File: src/rtl/bscd_pkg.sv
// ----------------------------------------------------------------------------
// bscd_pkg
// Shared widths, constants and types for the bike speed/cadence decoder.
// ----------------------------------------------------------------------------
`default_nettype none

package bscd_pkg;

    localparam int VAL_W      = 16;
    localparam int CIRC_W     = 12;
    localparam int DIST_W     = 40;
    localparam int QUOT_W     = 16;
    localparam int DIV_STEPS  = QUOT_W;
    localparam int DIV_NUM_W  = 42;
    localparam int DIV_DEN_W  = 23;
    localparam int DIV_DS_W   = DIV_DEN_W + DIV_STEPS - 1;
    localparam int DIV_CNT_W  = $clog2(DIV_STEPS + 1);
    localparam int PROD_W     = VAL_W + CIRC_W;
    localparam int MUL_CNT_W  = $clog2(CIRC_W + 1);
    localparam int IN_W       = 8 * VAL_W / 2;
    localparam int OUT_W      = 2 * QUOT_W + DIST_W;
    localparam int APB_AW     = 3;
    localparam int APB_DW     = 32;

    localparam logic [CIRC_W-1:0]  DEFAULT_CIRC = CIRC_W'(2096);
    localparam logic [APB_AW-1:0]  REG_CIRC     = APB_AW'(0);
    localparam logic [QUOT_W-1:0]  QUOT_SAT     = '1;
    localparam logic [DIST_W-1:0]  DIST_MAX     = '1;

    typedef struct packed {
        logic              busy;
        logic              done;
        logic [QUOT_W-1:0] quot;
    } div_res_t;

endpackage : bscd_pkg

`default_nettype wire

File: src/rtl/bscd_div.sv
// ----------------------------------------------------------------------------
// bscd_div
// Radix-2 restoring divider, one quotient bit per cycle, saturating quotient.
// ----------------------------------------------------------------------------
`default_nettype none

module bscd_div
    import bscd_pkg::*;
(
    input  wire logic                 clk,
    input  wire logic                 rst_n,
    input  wire logic                 start,
    input  wire logic [DIV_NUM_W-1:0] num,
    input  wire logic [DIV_DEN_W-1:0] den,
    output div_res_t                  res
);

    logic                 busy_reg, busy_next;
    logic                 done_reg, done_next;
    logic [DIV_CNT_W-1:0] cnt_reg, cnt_next;
    logic [DIV_NUM_W-1:0] r_reg, r_next;
    logic [DIV_DS_W-1:0]  ds_reg, ds_next;
    logic [QUOT_W-1:0]    q_reg, q_next;
    logic                 sat;
    logic                 ge;

    assign sat = num >= DIV_NUM_W'({den, {DIV_STEPS{1'b0}}});
    assign ge  = r_reg >= DIV_NUM_W'(ds_reg);

    always_comb
    begin
        busy_next = busy_reg;
        done_next = done_reg;
        cnt_next  = cnt_reg;
        r_next    = r_reg;
        ds_next   = ds_reg;
        q_next    = q_reg;
        if (start)
        begin
            r_next  = num;
            ds_next = {den, {(DIV_STEPS-1){1'b0}}};
            cnt_next = DIV_CNT_W'(DIV_STEPS);
            if (sat)
            begin
                q_next    = QUOT_SAT;
                busy_next = 1'b0;
                done_next = 1'b1;
            end
            else
            begin
                q_next    = '0;
                busy_next = 1'b1;
                done_next = 1'b0;
            end
        end
        else if (busy_reg)
        begin
            if (ge)
            begin
                r_next = r_reg - DIV_NUM_W'(ds_reg);
            end
            q_next   = {q_reg[QUOT_W-2:0], ge};
            ds_next  = ds_reg >> 1;
            cnt_next = cnt_reg - 1'b1;
            if (cnt_reg == DIV_CNT_W'(1))
            begin
                busy_next = 1'b0;
                done_next = 1'b1;
            end
        end
    end

    always_ff @(posedge clk or negedge rst_n)
    begin
        if (!rst_n)
        begin
            busy_reg <= 1'b0;
            done_reg <= 1'b0;
            cnt_reg  <= '0;
        end
        else
        begin
            busy_reg <= busy_next;
            done_reg <= done_next;
            cnt_reg  <= cnt_next;
        end
    end

    always_ff @(posedge clk)
    begin
        r_reg  <= r_next;
        ds_reg <= ds_next;
        q_reg  <= q_next;
    end

    assign res.busy = busy_reg;
    assign res.done = done_reg;
    assign res.quot = q_reg;

`ifndef SYNTHESIS
    a_busy_count: assert property (@(posedge clk) disable iff (!rst_n)
        busy_reg |-> (cnt_reg != '0))
        else $error("divider busy with zero step count");
    a_busy_done: assert property (@(posedge clk) disable iff (!rst_n)
        !(busy_reg && done_reg))
        else $error("divider busy and done together");
    a_sat_done: assert property (@(posedge clk) disable iff (!rst_n)
        (start && sat) |=> (done_reg && q_reg == QUOT_SAT))
        else $error("saturated quotient not delivered");
`endif

endmodule : bscd_div

`default_nettype wire

File: src/rtl/bike_speed_cadence_decoder_core.sv
// ----------------------------------------------------------------------------
// bike_speed_cadence_decoder_core
// Decodes combined speed/cadence sensor pages into cadence, speed, distance.
// ----------------------------------------------------------------------------
//  channel   signals                         payload
//  s_axis    tvalid/tready/tdata[63:0]       8 page bytes
//  m_axis    tvalid/tready/tdata[71:0]/tuser cadence, speed, distance, flags
//  apb       psel/penable/pwrite/paddr/...   wheel circumference at 0x0
//
//  Unchanged page: no item. Changed page: delta, 12-step serial multiply,
//  divider start, two 16-step dividers side by side, load; the next page is
//  accepted only after the load.
//  Input is taken only when the sequencer is idle; a pending output item
//  does not block input, only the final load waits on m_axis_tready.
//  Reset: sequencer idle, history, held values and distance zero, circumference 2096.
// ----------------------------------------------------------------------------
`default_nettype none

module bike_speed_cadence_decoder_core
    import bscd_pkg::*;
(
    input  wire logic              clk,
    input  wire logic              rst_n,
    input  wire logic              s_axis_tvalid,
    output logic                   s_axis_tready,
    // ct_lo, ct_hi, cc_lo, cc_hi, wt_lo, wt_hi, wc_lo, wc_hi (byte each)
    input  wire logic [IN_W-1:0]   s_axis_tdata,
    output logic                   m_axis_tvalid,
    input  wire logic              m_axis_tready,
    // cadence_rpm[15:0], speed_centi_kmh[31:16], total_distance_mm[71:32]
    output logic [OUT_W-1:0]       m_axis_tdata,
    // crank_changed[0], wheel_changed[1]
    output logic [1:0]             m_axis_tuser,
    input  wire logic              psel,
    input  wire logic              penable,
    input  wire logic              pwrite,
    input  wire logic [APB_AW-1:0] paddr,
    input  wire logic [APB_DW-1:0] pwdata,
    output logic [APB_DW-1:0]      prdata,
    output logic                   pready
);

    localparam logic [2:0] ST_IDLE  = 3'd0;
    localparam logic [2:0] ST_DELTA = 3'd1;
    localparam logic [2:0] ST_MUL   = 3'd2;
    localparam logic [2:0] ST_DIVS  = 3'd3;
    localparam logic [2:0] ST_DIVW  = 3'd4;

    logic [2:0]           state_reg, state_next;
    logic [CIRC_W-1:0]    circ_reg, circ_next;
    logic [IN_W-1:0]      page_reg, page_next;
    logic [VAL_W-1:0]     last_ct_reg, last_ct_next;
    logic [VAL_W-1:0]     last_cc_reg, last_cc_next;
    logic [VAL_W-1:0]     last_wt_reg, last_wt_next;
    logic [VAL_W-1:0]     last_wc_reg, last_wc_next;
    logic [QUOT_W-1:0]    held_cad_reg, held_cad_next;
    logic [QUOT_W-1:0]    held_spd_reg, held_spd_next;
    logic [DIST_W-1:0]    dist_reg, dist_next;
    logic [VAL_W-1:0]     dct_reg, dct_next;
    logic [VAL_W-1:0]     dcc_reg, dcc_next;
    logic [VAL_W-1:0]     dwt_reg, dwt_next;
    logic                 crank_chg_reg, crank_chg_next;
    logic                 wheel_chg_reg, wheel_chg_next;
    logic [PROD_W-1:0]    prod_reg, prod_next;
    logic [PROD_W-1:0]    mcand_reg, mcand_next;
    logic [CIRC_W-1:0]    mplier_reg, mplier_next;
    logic [MUL_CNT_W-1:0] mcnt_reg, mcnt_next;
    logic                 mvalid_reg, mvalid_next;
    logic [OUT_W-1:0]     mdata_reg, mdata_next;
    logic [1:0]           muser_reg, muser_next;

    logic [VAL_W-1:0]     ct, cc, wt, wc;
    logic [VAL_W-1:0]     dwc;
    logic                 crank_chg, wheel_chg;
    logic [CIRC_W-1:0]    circ_eff;
    logic                 div_start;
    logic [DIV_NUM_W-1:0] num_cad, num_spd;
    logic [DIV_DEN_W-1:0] den_cad, den_spd;
    div_res_t             res_cad, res_spd;
    logic [DIST_W:0]      dist_sum;
    logic [QUOT_W-1:0]    cad_new, spd_new;
    logic [DIST_W-1:0]    dist_new;
    logic                 out_free;
    logic                 load_out;
    logic                 cfg_wr;

    assign ct = page_reg[15:0];
    assign cc = page_reg[31:16];
    assign wt = page_reg[47:32];
    assign wc = page_reg[63:48];

    assign dwc       = wc - last_wc_reg;
    assign crank_chg = (ct != last_ct_reg) || (cc != last_cc_reg);
    assign wheel_chg = (wt != last_wt_reg) || (wc != last_wc_reg);
    assign circ_eff  = (circ_reg != '0) ? circ_reg : DEFAULT_CIRC;

    // cadence: dcc*61440/dct, speed: prod*36864/(dwt*100) == prod*9216/(dwt*25)
    assign num_cad = DIV_NUM_W'({dcc_reg, 16'b0}) - DIV_NUM_W'({dcc_reg, 12'b0});
    assign den_cad = DIV_DEN_W'(dct_reg);
    assign num_spd = DIV_NUM_W'({prod_reg, 13'b0}) + DIV_NUM_W'({prod_reg, 10'b0});
    assign den_spd = DIV_DEN_W'({dwt_reg, 4'b0}) + DIV_DEN_W'({dwt_reg, 3'b0})
                   + DIV_DEN_W'(dwt_reg);
    assign div_start = (state_reg == ST_DIVS);

    bscd_div u_div_cad (
        .clk   (clk),
        .rst_n (rst_n),
        .start (div_start),
        .num   (num_cad),
        .den   (den_cad),
        .res   (res_cad)
    );

    bscd_div u_div_spd (
        .clk   (clk),
        .rst_n (rst_n),
        .start (div_start),
        .num   (num_spd),
        .den   (den_spd),
        .res   (res_spd)
    );

    assign dist_sum = {1'b0, dist_reg} + (DIST_W+1)'(prod_reg);
    assign dist_new = dist_sum[DIST_W] ? DIST_MAX : dist_sum[DIST_W-1:0];
    assign cad_new  = (dct_reg != '0) ? res_cad.quot : held_cad_reg;
    assign spd_new  = (dwt_reg != '0) ? res_spd.quot : held_spd_reg;

    assign out_free = !mvalid_reg || m_axis_tready;
    assign load_out = (state_reg == ST_DIVW) && res_cad.done && res_spd.done && out_free;
    assign cfg_wr   = psel && penable && pwrite && pready;

    always_comb
    begin
        state_next     = state_reg;
        circ_next      = circ_reg;
        page_next      = page_reg;
        last_ct_next   = last_ct_reg;
        last_cc_next   = last_cc_reg;
        last_wt_next   = last_wt_reg;
        last_wc_next   = last_wc_reg;
        held_cad_next  = held_cad_reg;
        held_spd_next  = held_spd_reg;
        dist_next      = dist_reg;
        dct_next       = dct_reg;
        dcc_next       = dcc_reg;
        dwt_next       = dwt_reg;
        crank_chg_next = crank_chg_reg;
        wheel_chg_next = wheel_chg_reg;
        prod_next      = prod_reg;
        mcand_next     = mcand_reg;
        mplier_next    = mplier_reg;
        mcnt_next      = mcnt_reg;
        mvalid_next    = mvalid_reg;
        mdata_next     = mdata_reg;
        muser_next     = muser_reg;

        if (cfg_wr && (paddr[APB_AW-1:2] == REG_CIRC[APB_AW-1:2]))
        begin
            circ_next = pwdata[CIRC_W-1:0];
        end

        if (mvalid_reg && m_axis_tready)
        begin
            mvalid_next = 1'b0;
        end

        case (state_reg)
            ST_IDLE:
            begin
                if (s_axis_tvalid)
                begin
                    page_next  = s_axis_tdata;
                    state_next = ST_DELTA;
                end
            end
            ST_DELTA:
            begin
                crank_chg_next = crank_chg;
                wheel_chg_next = wheel_chg;
                dct_next    = ct - last_ct_reg;
                dcc_next    = cc - last_cc_reg;
                dwt_next    = wt - last_wt_reg;
                mcand_next  = PROD_W'(dwc);
                mplier_next = circ_eff;
                prod_next   = '0;
                mcnt_next   = MUL_CNT_W'(CIRC_W);
                state_next  = (crank_chg || wheel_chg) ? ST_MUL : ST_IDLE;
            end
            ST_MUL:
            begin
                if (mplier_reg[0])
                begin
                    prod_next = prod_reg + mcand_reg;
                end
                mcand_next  = mcand_reg << 1;
                mplier_next = mplier_reg >> 1;
                mcnt_next   = mcnt_reg - 1'b1;
                if (mcnt_reg == MUL_CNT_W'(1))
                begin
                    state_next = ST_DIVS;
                end
            end
            ST_DIVS:
            begin
                state_next = ST_DIVW;
            end
            ST_DIVW:
            begin
                if (load_out)
                begin
                    held_cad_next = cad_new;
                    held_spd_next = spd_new;
                    dist_next     = dist_new;
                    last_ct_next  = ct;
                    last_cc_next  = cc;
                    last_wt_next  = wt;
                    last_wc_next  = wc;
                    mvalid_next   = 1'b1;
                    mdata_next    = {dist_new, spd_new, cad_new};
                    muser_next    = {wheel_chg_reg, crank_chg_reg};
                    state_next    = ST_IDLE;
                end
            end
            default:
            begin
                state_next = ST_IDLE;
            end
        endcase
    end

    always_ff @(posedge clk or negedge rst_n)
    begin
        if (!rst_n)
        begin
            state_reg    <= ST_IDLE;
            circ_reg     <= DEFAULT_CIRC;
            last_ct_reg  <= '0;
            last_cc_reg  <= '0;
            last_wt_reg  <= '0;
            last_wc_reg  <= '0;
            held_cad_reg <= '0;
            held_spd_reg <= '0;
            dist_reg     <= '0;
            mcnt_reg     <= '0;
            mvalid_reg   <= 1'b0;
        end
        else
        begin
            state_reg    <= state_next;
            circ_reg     <= circ_next;
            last_ct_reg  <= last_ct_next;
            last_cc_reg  <= last_cc_next;
            last_wt_reg  <= last_wt_next;
            last_wc_reg  <= last_wc_next;
            held_cad_reg <= held_cad_next;
            held_spd_reg <= held_spd_next;
            dist_reg     <= dist_next;
            mcnt_reg     <= mcnt_next;
            mvalid_reg   <= mvalid_next;
        end
    end

    always_ff @(posedge clk)
    begin
        page_reg      <= page_next;
        dct_reg       <= dct_next;
        dcc_reg       <= dcc_next;
        dwt_reg       <= dwt_next;
        crank_chg_reg <= crank_chg_next;
        wheel_chg_reg <= wheel_chg_next;
        prod_reg      <= prod_next;
        mcand_reg     <= mcand_next;
        mplier_reg    <= mplier_next;
        mdata_reg     <= mdata_next;
        muser_reg     <= muser_next;
    end

    assign s_axis_tready = (state_reg == ST_IDLE);
    assign m_axis_tvalid = mvalid_reg;
    assign m_axis_tdata  = mdata_reg;
    assign m_axis_tuser  = muser_reg;
    assign pready        = 1'b1;
    assign prdata        = (paddr[APB_AW-1:2] == REG_CIRC[APB_AW-1:2])
                         ? APB_DW'(circ_reg) : '0;

`ifndef SYNTHESIS
    a_load_valid: assert property (@(posedge clk) disable iff (!rst_n)
        load_out |=> m_axis_tvalid)
        else $error("result load did not raise output valid");
    a_dist_mono: assert property (@(posedge clk) disable iff (!rst_n)
        1'b1 |=> (dist_reg >= $past(dist_reg)))
        else $error("distance decreased");
    a_idle_div: assert property (@(posedge clk) disable iff (!rst_n)
        (state_reg == ST_IDLE) |-> (!res_cad.busy && !res_spd.busy))
        else $error("divider busy while idle");
    a_mul_count: assert property (@(posedge clk) disable iff (!rst_n)
        (state_reg == ST_MUL) |-> (mcnt_reg != '0))
        else $error("multiplier running with zero count");
`endif

endmodule : bike_speed_cadence_decoder_core

`default_nettype wire

File: config.mk
export PLATFORM = sky130hd
export DESIGN_NAME = bike_speed_cadence_decoder_core
export DESIGN_NICKNAME = d
export VERILOG_FILES = /design/src/rtl/bscd_pkg.sv /design/src/rtl/bscd_div.sv /design/src/rtl/bike_speed_cadence_decoder_core.sv
export SDC_FILE = /design/constraint.sdc
export NUM_CORES = 1
export LEC_CHECK = 0
export ABC_AREA = 1
export BUFFER_PORTS_ARGS = -buffer_cell sky130_fd_sc_hd__buf_2
export CAP_MARGIN = 20
export CELL_PAD_IN_SITES_DETAIL_PLACEMENT = 1
export CELL_PAD_IN_SITES_GLOBAL_PLACEMENT = 1
export CORE_AREA = 2 2 299 301
export DETAILED_ROUTE_END_ITERATION = 12
export DIE_AREA = 0 0 301 303
export PLACE_DENSITY = 0.75
export SLEW_MARGIN = 20
export SYNTH_ARGS = -nofsm -noshare
export SYNTH_HDL_FRONTEND = slang
export SYNTH_SLANG_ARGS = --single-unit
File: constraint.sdc
create_clock -name clk -period 6.9 [get_ports clk]
set_input_delay 0.69 -clock clk [delete_from_list [all_inputs] [get_ports clk]]
set_output_delay 0.69 -clock clk [all_outputs]
set_load 0.005 [all_outputs]
==> impl_metrics.env, run 1 <==
export IMPL_outcome="finished, final reports clean"
export IMPL_hpwl_mm=82.1
export IMPL_synth_edf_count=409
export IMPL_dpl_instance_area_um2=40500
export IMPL_cp_arrival_ps=4910
export IMPL_min_delay_start="s_axis_tdata[58]"
export IMPL_grt_setup_unrepaired="no"
export IMPL_n_antenna_cell=0
export IMPL_synth_cell_types=62
export IMPL_finClkSkew_ps=23.5
export IMPL_die_height_um=303
export IMPL_synth_most_common_cell="nand2_1"
export IMPL_place_congestion=0.920
export IMPL_path_cells="inv_1 > fa_1 > inv_1 > ha_1 > inv_1 > fa_1 > o21ai_0 > nand3_1 > nand2_1 > nand3_1 > nand2_1 > xor2_1 > ha_1 > nand4_1 > inv_1 > a21oi_1 > nand2_1 > nand2_1 > nand2_1 > nand2_1 > nand2_2 > nand2_4 > nand2_1"
export IMPL_vias_per_cell=5.33
export IMPL_setup_viol=0
export IMPL_port_buffers=171
export IMPL_m1WireLength_mm=49.8
export IMPL_hp_class="input port to flop"
export IMPL_startpoint="dwt_reg[0]"
export IMPL_synth_top_area_cell="edfxtp_1"
export IMPL_die_w_um=301
export IMPL_initial_core_util=0.437
export IMPL_crit_fanout=16
export IMPL_wl_per_cell_um=18.3
export IMPL_cts_tree="done"
export IMPL_slew_headroom=0.282
export IMPL_cp_start_kind="flop"
export IMPL_yosysWarningCount=0
export IMPL_min_period_over_period=0.656
export IMPL_grt_max_degree=170
export IMPL_route_detailed_drc=0
export IMPL_num_io_pins=215
export IMPL_cts_buffers=72
export IMPL_finalInstanceArea_um2=43100
export IMPL_r2r_worst_path_cells=23
export IMPL_insertion_delay_ps=660
export IMPL_cts_root_buf="clkbuf_16"
export IMPL_synth_top_flop_cell="edfxtp_1"
export IMPL_worstPathRequired_ps=7280
export IMPL_overflow=0
export IMPL_worst_pin_slew_ps=1080
export IMPL_vias=31900
export IMPL_reg2reg_to="u_div_spd.q_reg[2]"
export IMPL_fin_util=0.490
export IMPL_wl_met3_mm=3.61
export IMPL_clock_path_buffers=3
export IMPL_ys_seq_elements=609
export IMPL_cts_setup_buffers=0
export IMPL_largest_reg_flops=72
export IMPL_min_to="page_reg[58]"
export IMPL_drt_antenna_violating_nets=0
export IMPL_num_rows=109
export IMPL_finalCriticalPeriod_ps=4530
export IMPL_whs_ps=209
export IMPL_cts_sinks=609
export IMPL_crit_slowest_cell="edfxtp_1"
export IMPL_setup_tns_ps=0
export IMPL_core_region_area_um2=88000
export IMPL_grt_pass1_wl_mm=176
export IMPL_nets=5174
export IMPL_seq_area_frac_synth=0.445
export IMPL_htree_levels=3
export IMPL_worstHoldPathCells=1
export IMPL_drtIter0Drc=1443
export IMPL_hold_buffers=1
export IMPL_grt_pass1_vias=33500
export IMPL_drv_cap=0
export IMPL_post_route_cells_drive_above_1_share=0.0862
export IMPL_area_delta_synth_final_pct=12.0
export IMPL_reg2reg_slack_ps=2370
export IMPL_clock_fmax_ghz=0.221
export IMPL_synth_top_area_share=0.319
export IMPL_netlist_top_cells_count="962 x nand2_1, 657 x inv_1, 442 x o21ai_0"
export IMPL_die_area_um2=91200
export IMPL_synth_area_top_cells="edfxtp_1 32%, dfrtp_1 11%, ha_1 9.5%"
export IMPL_clkTransAtPathRegs_ps=60
export IMPL_worst_setup_path_type="flop to flop"
export IMPL_cts_resized=0
export IMPL_first_pass_iters=5
export IMPL_path_common_cell="nand2_1"
export IMPL_finalWirelength_mm=109
export IMPL_grtUsageTotal=0.240
export IMPL_wl_met2_mm=52.8
export IMPL_hold_violations=0
export IMPL_critPathMaxStageDelay_ps=440
export IMPL_reg2reg_from="dwt_reg[0]"
export IMPL_netlist_area_um2=38500
export IMPL_highest_layer="met4"
export IMPL_async_reset_ff_frac=0.279
export IMPL_syn_inst=4588
export IMPL_cp_end_kind="flop"
export IMPL_slew_violations=0
export IMPL_antenna_found_initial=0
export IMPL_avgSynthCellArea_um2=8.39
## metal layers
metal  up-vias  track usage
li1      15700            -
met4         0       0.0798
met5         -            0
met1     15500        0.318
met2       471        0.408
met3       172       0.0309
## worst max-delay path: cells and delay by family, from the launching register on
kind | cells | cell delay [ps]
adder cells (fa/ha/maj) | 4 | 1310
AND/OR/NAND/NOR | 12 | 1280
AO/OA/AOI/OAI | 2 | 570
flip-flops | 1 | 440
buffers and inverters | 4 | 340
XOR/XNOR | 1 | 300
## cell type report
class | count | area [um2]
clock buffers | 98 | 1970
clock inverters | 35 | 591
fillers | 10500 | 44900
inverters | 657 | 2480
multi-input cells | 3222 | 18400
flip-flops and latches | 609 | 17100
well taps | 1165 | 1460
repair buffers | 192 | 1050
## per-stage QoR
stage | setup WS, ps | instances
after floorplan | 1030 | 4607
after global placement | 2470 | 5843
after detailed placement | 2350 | 5843
after CTS | 2320 | 5977
after global routing | 1900 | 5978
final | 2370 | 5978
## cells in the final DEF, fill, tap and decap left out, types with 7 or more instances in the layout
cell type,n
xor2_1,83
a21o_1,34
nand2_1,961
a31oi_1,53
xnor2_1,61
clkbuf_16,72
fa_1,22
o21ai_1,17
o21a_1,20
buf_2,170
ha_1,292
nand4_1,41
o31ai_1,7
o211ai_1,8
o21bai_1,24
clkbuf_1,19
conb_1,21
nor2_1,358
a211oi_1,7
a21oi_1,353
nor4_1,30
edfxtp_1,409
clkbuf_8,8
buf_4,18
nor3_1,42
dfxtp_1,30
nand3_1,193
o21ai_2,10
nand3b_1,8
or2_2,25
dfrtp_1,167
inv_1,655
nand2_2,20
a21boi_0,10
nand3_2,24
o21ai_0,442
bufinv_16,12
## how the worst max path moves through the flow
stage / end / slack [ps] / cells after the start
finish: u_div_spd.q_reg[2] / 2370 / 23
global route: u_div_spd.q_reg[2] / 1900 / 23
CTS: u_div_spd.q_reg[2] / 2320 / 23
detailed placement: u_div_spd.q_reg[2] / 2350 / 23
global placement: u_div_spd.q_reg[15] / 2470 / 23
floorplan: mcand_reg[0] / 1030 / 3
## logic make-up (layout without fill, tap and decap cells)
family | Yosys count | in the layout | synth area share
AO/OA/AOI/OAI | 1011 | 1011 | 0.144
XOR/XNOR | 144 | 144 | 0.0328
adder cells (fa/ha/maj) | 314 | 314 | 0.106
buffers and inverters | 776 | 982 | 0.0794
flip-flops | 609 | 609 | 0.445
multiplexers | 2 | 2 | 0.000553
other | 2 | 21 | 0.000195
AND/OR/NAND/NOR | 1730 | 1730 | 0.191
Power of run 1 is not shown: default switching activity piles up to over one toggle a cycle in this logic, so the estimate is an artifact.
==> run 2: changes to the inputs <==
--- a/config.mk
+++ b/config.mk
@@ -5,15 +5,15 @@
 export SDC_FILE = /design/constraint.sdc
 export NUM_CORES = 1
 export LEC_CHECK = 0
-export ABC_AREA = 1
+export ABC_AREA = 0
 export BUFFER_PORTS_ARGS = -buffer_cell sky130_fd_sc_hd__buf_2
 export CAP_MARGIN = 20
 export CELL_PAD_IN_SITES_DETAIL_PLACEMENT = 1
 export CELL_PAD_IN_SITES_GLOBAL_PLACEMENT = 1
-export CORE_AREA = 2 2 299 301
+export CORE_AREA = 2 2 291 293
 export DETAILED_ROUTE_END_ITERATION = 12
-export DIE_AREA = 0 0 301 303
-export PLACE_DENSITY = 0.75
+export DIE_AREA = 0 0 293 295
+export PLACE_DENSITY = 0.72
 export SLEW_MARGIN = 20
 export SYNTH_ARGS = -nofsm -noshare
 export SYNTH_HDL_FRONTEND = slang
==> constraint.sdc (replaced) <==
create_clock -name clk -period 4.19 [get_ports clk]
set_input_delay 0.419 -clock clk [delete_from_list [all_inputs] [get_ports clk]]
set_output_delay 0.419 -clock clk [all_outputs]
set_load 0.005 [all_outputs]
==> run 2 against run 1 <==
Effect of this change:
- the run now ends with setup timing left
- worst setup slack got worse by 2800 ps
- first-iteration DRC count increased by 16%
- cell area decreased by 1.2%
- non-clock buffer count increased by 193
- register-to-register slack got worse by 2800 ps
- sequential share of layout area increased by 0.50 points
- critical endpoint is now u_div_spd.q_reg[1]
- highest routed layer unchanged
==> impl_metrics.env, run 2 <==
export IMPL_outcome="finished, violations left"
export IMPL_violations="setup timing"
export IMPL_n_antenna_cell=0
export IMPL_mostFrequentLayoutCells="409 x edfxtp_1, 396 x nand2_1, 330 x nor2_1, 288 x ha_1, 257 x inv_1"
export IMPL_hold_violations=0
export IMPL_dp_cells=4898
export IMPL_first_pass_iters=5
export IMPL_use_met1=0.327
export IMPL_finClkSkew_ps=34.6
export IMPL_vias=28300
export IMPL_synth_top_area_cell="edfxtp_1"
export IMPL_insertion_delay_ps=640
export IMPL_post_route_cells_drive_above_1_share=0.143
export IMPL_port_buffers=171
export IMPL_setup_tns_ps=-6990
export IMPL_seq_area_frac_synth=0.471
export IMPL_cp_arrival_ps=4980
export IMPL_use_met2=0.386
export IMPL_num_rows=106
export IMPL_vias_per_cell=5.53
export IMPL_grt_pass1_wl_mm=162
export IMPL_worstHoldPathCells=2
export IMPL_core_region_area_um2=83200
export IMPL_synth_top_area_share=0.338
export IMPL_grt_pass1_vias=29400
export IMPL_crit_fanout=9
export IMPL_place_congestion=0.835
export IMPL_netlist_area_um2=36400
export IMPL_worst_pin_slew_ps=1040
export IMPL_slew_violations=0
export IMPL_worst_setup_path_type="flop to flop"
export IMPL_initial_core_util=0.437
export IMPL_cts_root_buf="clkbuf_16"
export IMPL_syn_inst=3632
export IMPL_clock_fmax_ghz=0.217
export IMPL_hp_class="input port to flop"
export IMPL_cts_sinks=609
export IMPL_yosysWarningCount=0
export IMPL_async_reset_ff_frac=0.279
export IMPL_synth_top_flop_cell="edfxtp_1"
export IMPL_worst_slack_ps=-417
export IMPL_clkTransAtPathRegs_ps=60
export IMPL_netlist_top_cells_count="409 x edfxtp_1, 398 x nand2_1, 338 x nor2_1"
export IMPL_slew_headroom=0.305
export IMPL_grt_busiest_layer="met2"
export IMPL_final_common_cell="edfxtp_1"
export IMPL_drv_cap=0
export IMPL_cp_end_kind="flop"
export IMPL_grt_setup_unrepaired="yes"
export IMPL_num_io_pins=215
export IMPL_grt_max_degree=96
export IMPL_drtIter0Drc=1669
export IMPL_grtUsageTotal=0.234
export IMPL_critPathMaxStageDelay_ps=600
export IMPL_cts_tree="done"
export IMPL_finalCriticalPeriod_ps=4610
export IMPL_htree_levels=3
export IMPL_synth_area_top_cells="edfxtp_1 34%, dfrtp_1 11%, ha_1 10%"
export IMPL_ys_seq_elements=609
export IMPL_die_height_um=295
export IMPL_synth_edf_count=409
export IMPL_die_w_um=293
export IMPL_hpwl_mm=73.4
export IMPL_use_met3=0.0276
export IMPL_cp_start_kind="flop"
export IMPL_path_cells="fa_1 > ha_1 > a21o_1 > a21oi_2 > nand2b_4 > a21oi_2 > a41o_1 > o41ai_4 > buf_4 > o21bai_1 > a21oi_1 > xor2_1 > ha_1 > nand4_1 > nor3_1 > nor3_2 > o211a_4 > clkbuf_16 > nor2_1"
export IMPL_synth_cell_types=99
export IMPL_finalWirelength_mm=103
export IMPL_crit_slowest_cell="fa_1"
export IMPL_area_delta_synth_final_pct=17.1
export IMPL_largest_reg_flops=72
export IMPL_worstPathRequired_ps=4560
export IMPL_antenna_found_initial=0
export IMPL_clock_path_buffers=3
export IMPL_drt_antenna_violating_nets=0
export IMPL_wl_per_cell_um=20.1
export IMPL_pre_cts_slack_ps=-490
export IMPL_avgSynthCellArea_um2=10.0
export IMPL_nets=4393
export IMPL_overflow=0
export IMPL_cts_buffers=72
export IMPL_synth_most_common_cell="edfxtp_1"
export IMPL_route_detailed_drc=0
export IMPL_die_area_um2=86400
export IMPL_setup_viol=18
export IMPL_min_period_over_period=1.10
export IMPL_fin_cells=5113
export IMPL_r2r_worst_path_cells=19
run 2: cell types whose count changed after synthesis, sizes merged, moves of 28 or more:
cell | before | now
nor2b | 0 | 48
nand3 | 217 | 97
nand2 | 983 | 398
a21oi | 358 | 200
nand2b | 0 | 37
inv | 657 | 264
mux2i | 1 | 34
a21o | 34 | 93
o21ai | 470 | 243
and3 | 5 | 39
mux2 | 1 | 55
a211oi | 7 | 35
xnor2 | 61 | 124
run 2: area by class of cell:
class,instances,area (um2)
fillers,9206,40600
multi-input cells,2640,18000
flip-flops and latches,609,17100
repair buffers,385,2800
clock buffers,105,2070
well taps,1080,1350
inverters,265,1000
clock inverters,29,234
run 2: cell families (layout without fill, tap and decap cells):
logic type | after synthesis | in the layout | synth area share
fa+ha+maj | 314 | 314 | 0.113
compound gates | 828 | 828 | 0.144
mux | 89 | 89 | 0.0264
simple gates | 1173 | 1174 | 0.149
buf+inv | 403 | 784 | 0.0446
xor+xnor | 214 | 214 | 0.0516
flops | 609 | 609 | 0.471
other cells | 2 | 21 | 0.000207
run 2: final timing paths:
check | from | endpoint | slack, ps
setup / recovery | dwt_reg[1] | u_div_spd.q_reg[1] | -420
hold / removal | pwdata[7] | circ_reg[7] | 30
hold reg to reg | held_cad_reg[8] | held_cad_reg[8] | 470
min in group asynchronous | rst_n | held_cad_reg[2] | 370
max in group asynchronous | rst_n | circ_reg[4] | 2860
setup reg to reg | dwt_reg[1] | u_div_spd.q_reg[1] | -420
run 2: repair_timing:
item | in CTS | in global routing
gates resized for setup | 7 | 49
hold buffers | 67 | 0
cloned | 0 | 5
endpoints found under the setup margin | 18 | 62
pin swaps | 3 | 27
endpoints found under the hold margin | 120 | 0
setup buffers | 0 | 9
run 2: metal layers:
layer,vias up,share of wire
met2,452,0.47
met1,14100,0.48
li1,13600,-
met3,119,0.034
met4,0,0.019
met5,-,0
run 2: metrics by stage:
stage          hold slack, ps  area [um2]  utilization
2_1_floorplan             123       36500            -
3_3_place_gp              451       39200        0.471
3_5_place_dp              454       39200        0.471
4_1_cts                 0.627       42200        0.507
5_1_grt                  19.4       42600        0.512
6_report                 29.7       42600        0.512
run 2: worst max-delay path, delay by kind of cell, from the launching register on:
kind / cells / cell delay, ps
AND/OR/NAND/NOR: 5 / 680
flip-flops: 1 / 440
AO/OA/AOI/OAI: 8 / 1490
XOR/XNOR: 1 / 240
buffers and inverters: 2 / 360
adder cells (fa/ha/maj): 3 / 1120
Power of run 2 is left out for the same reason.
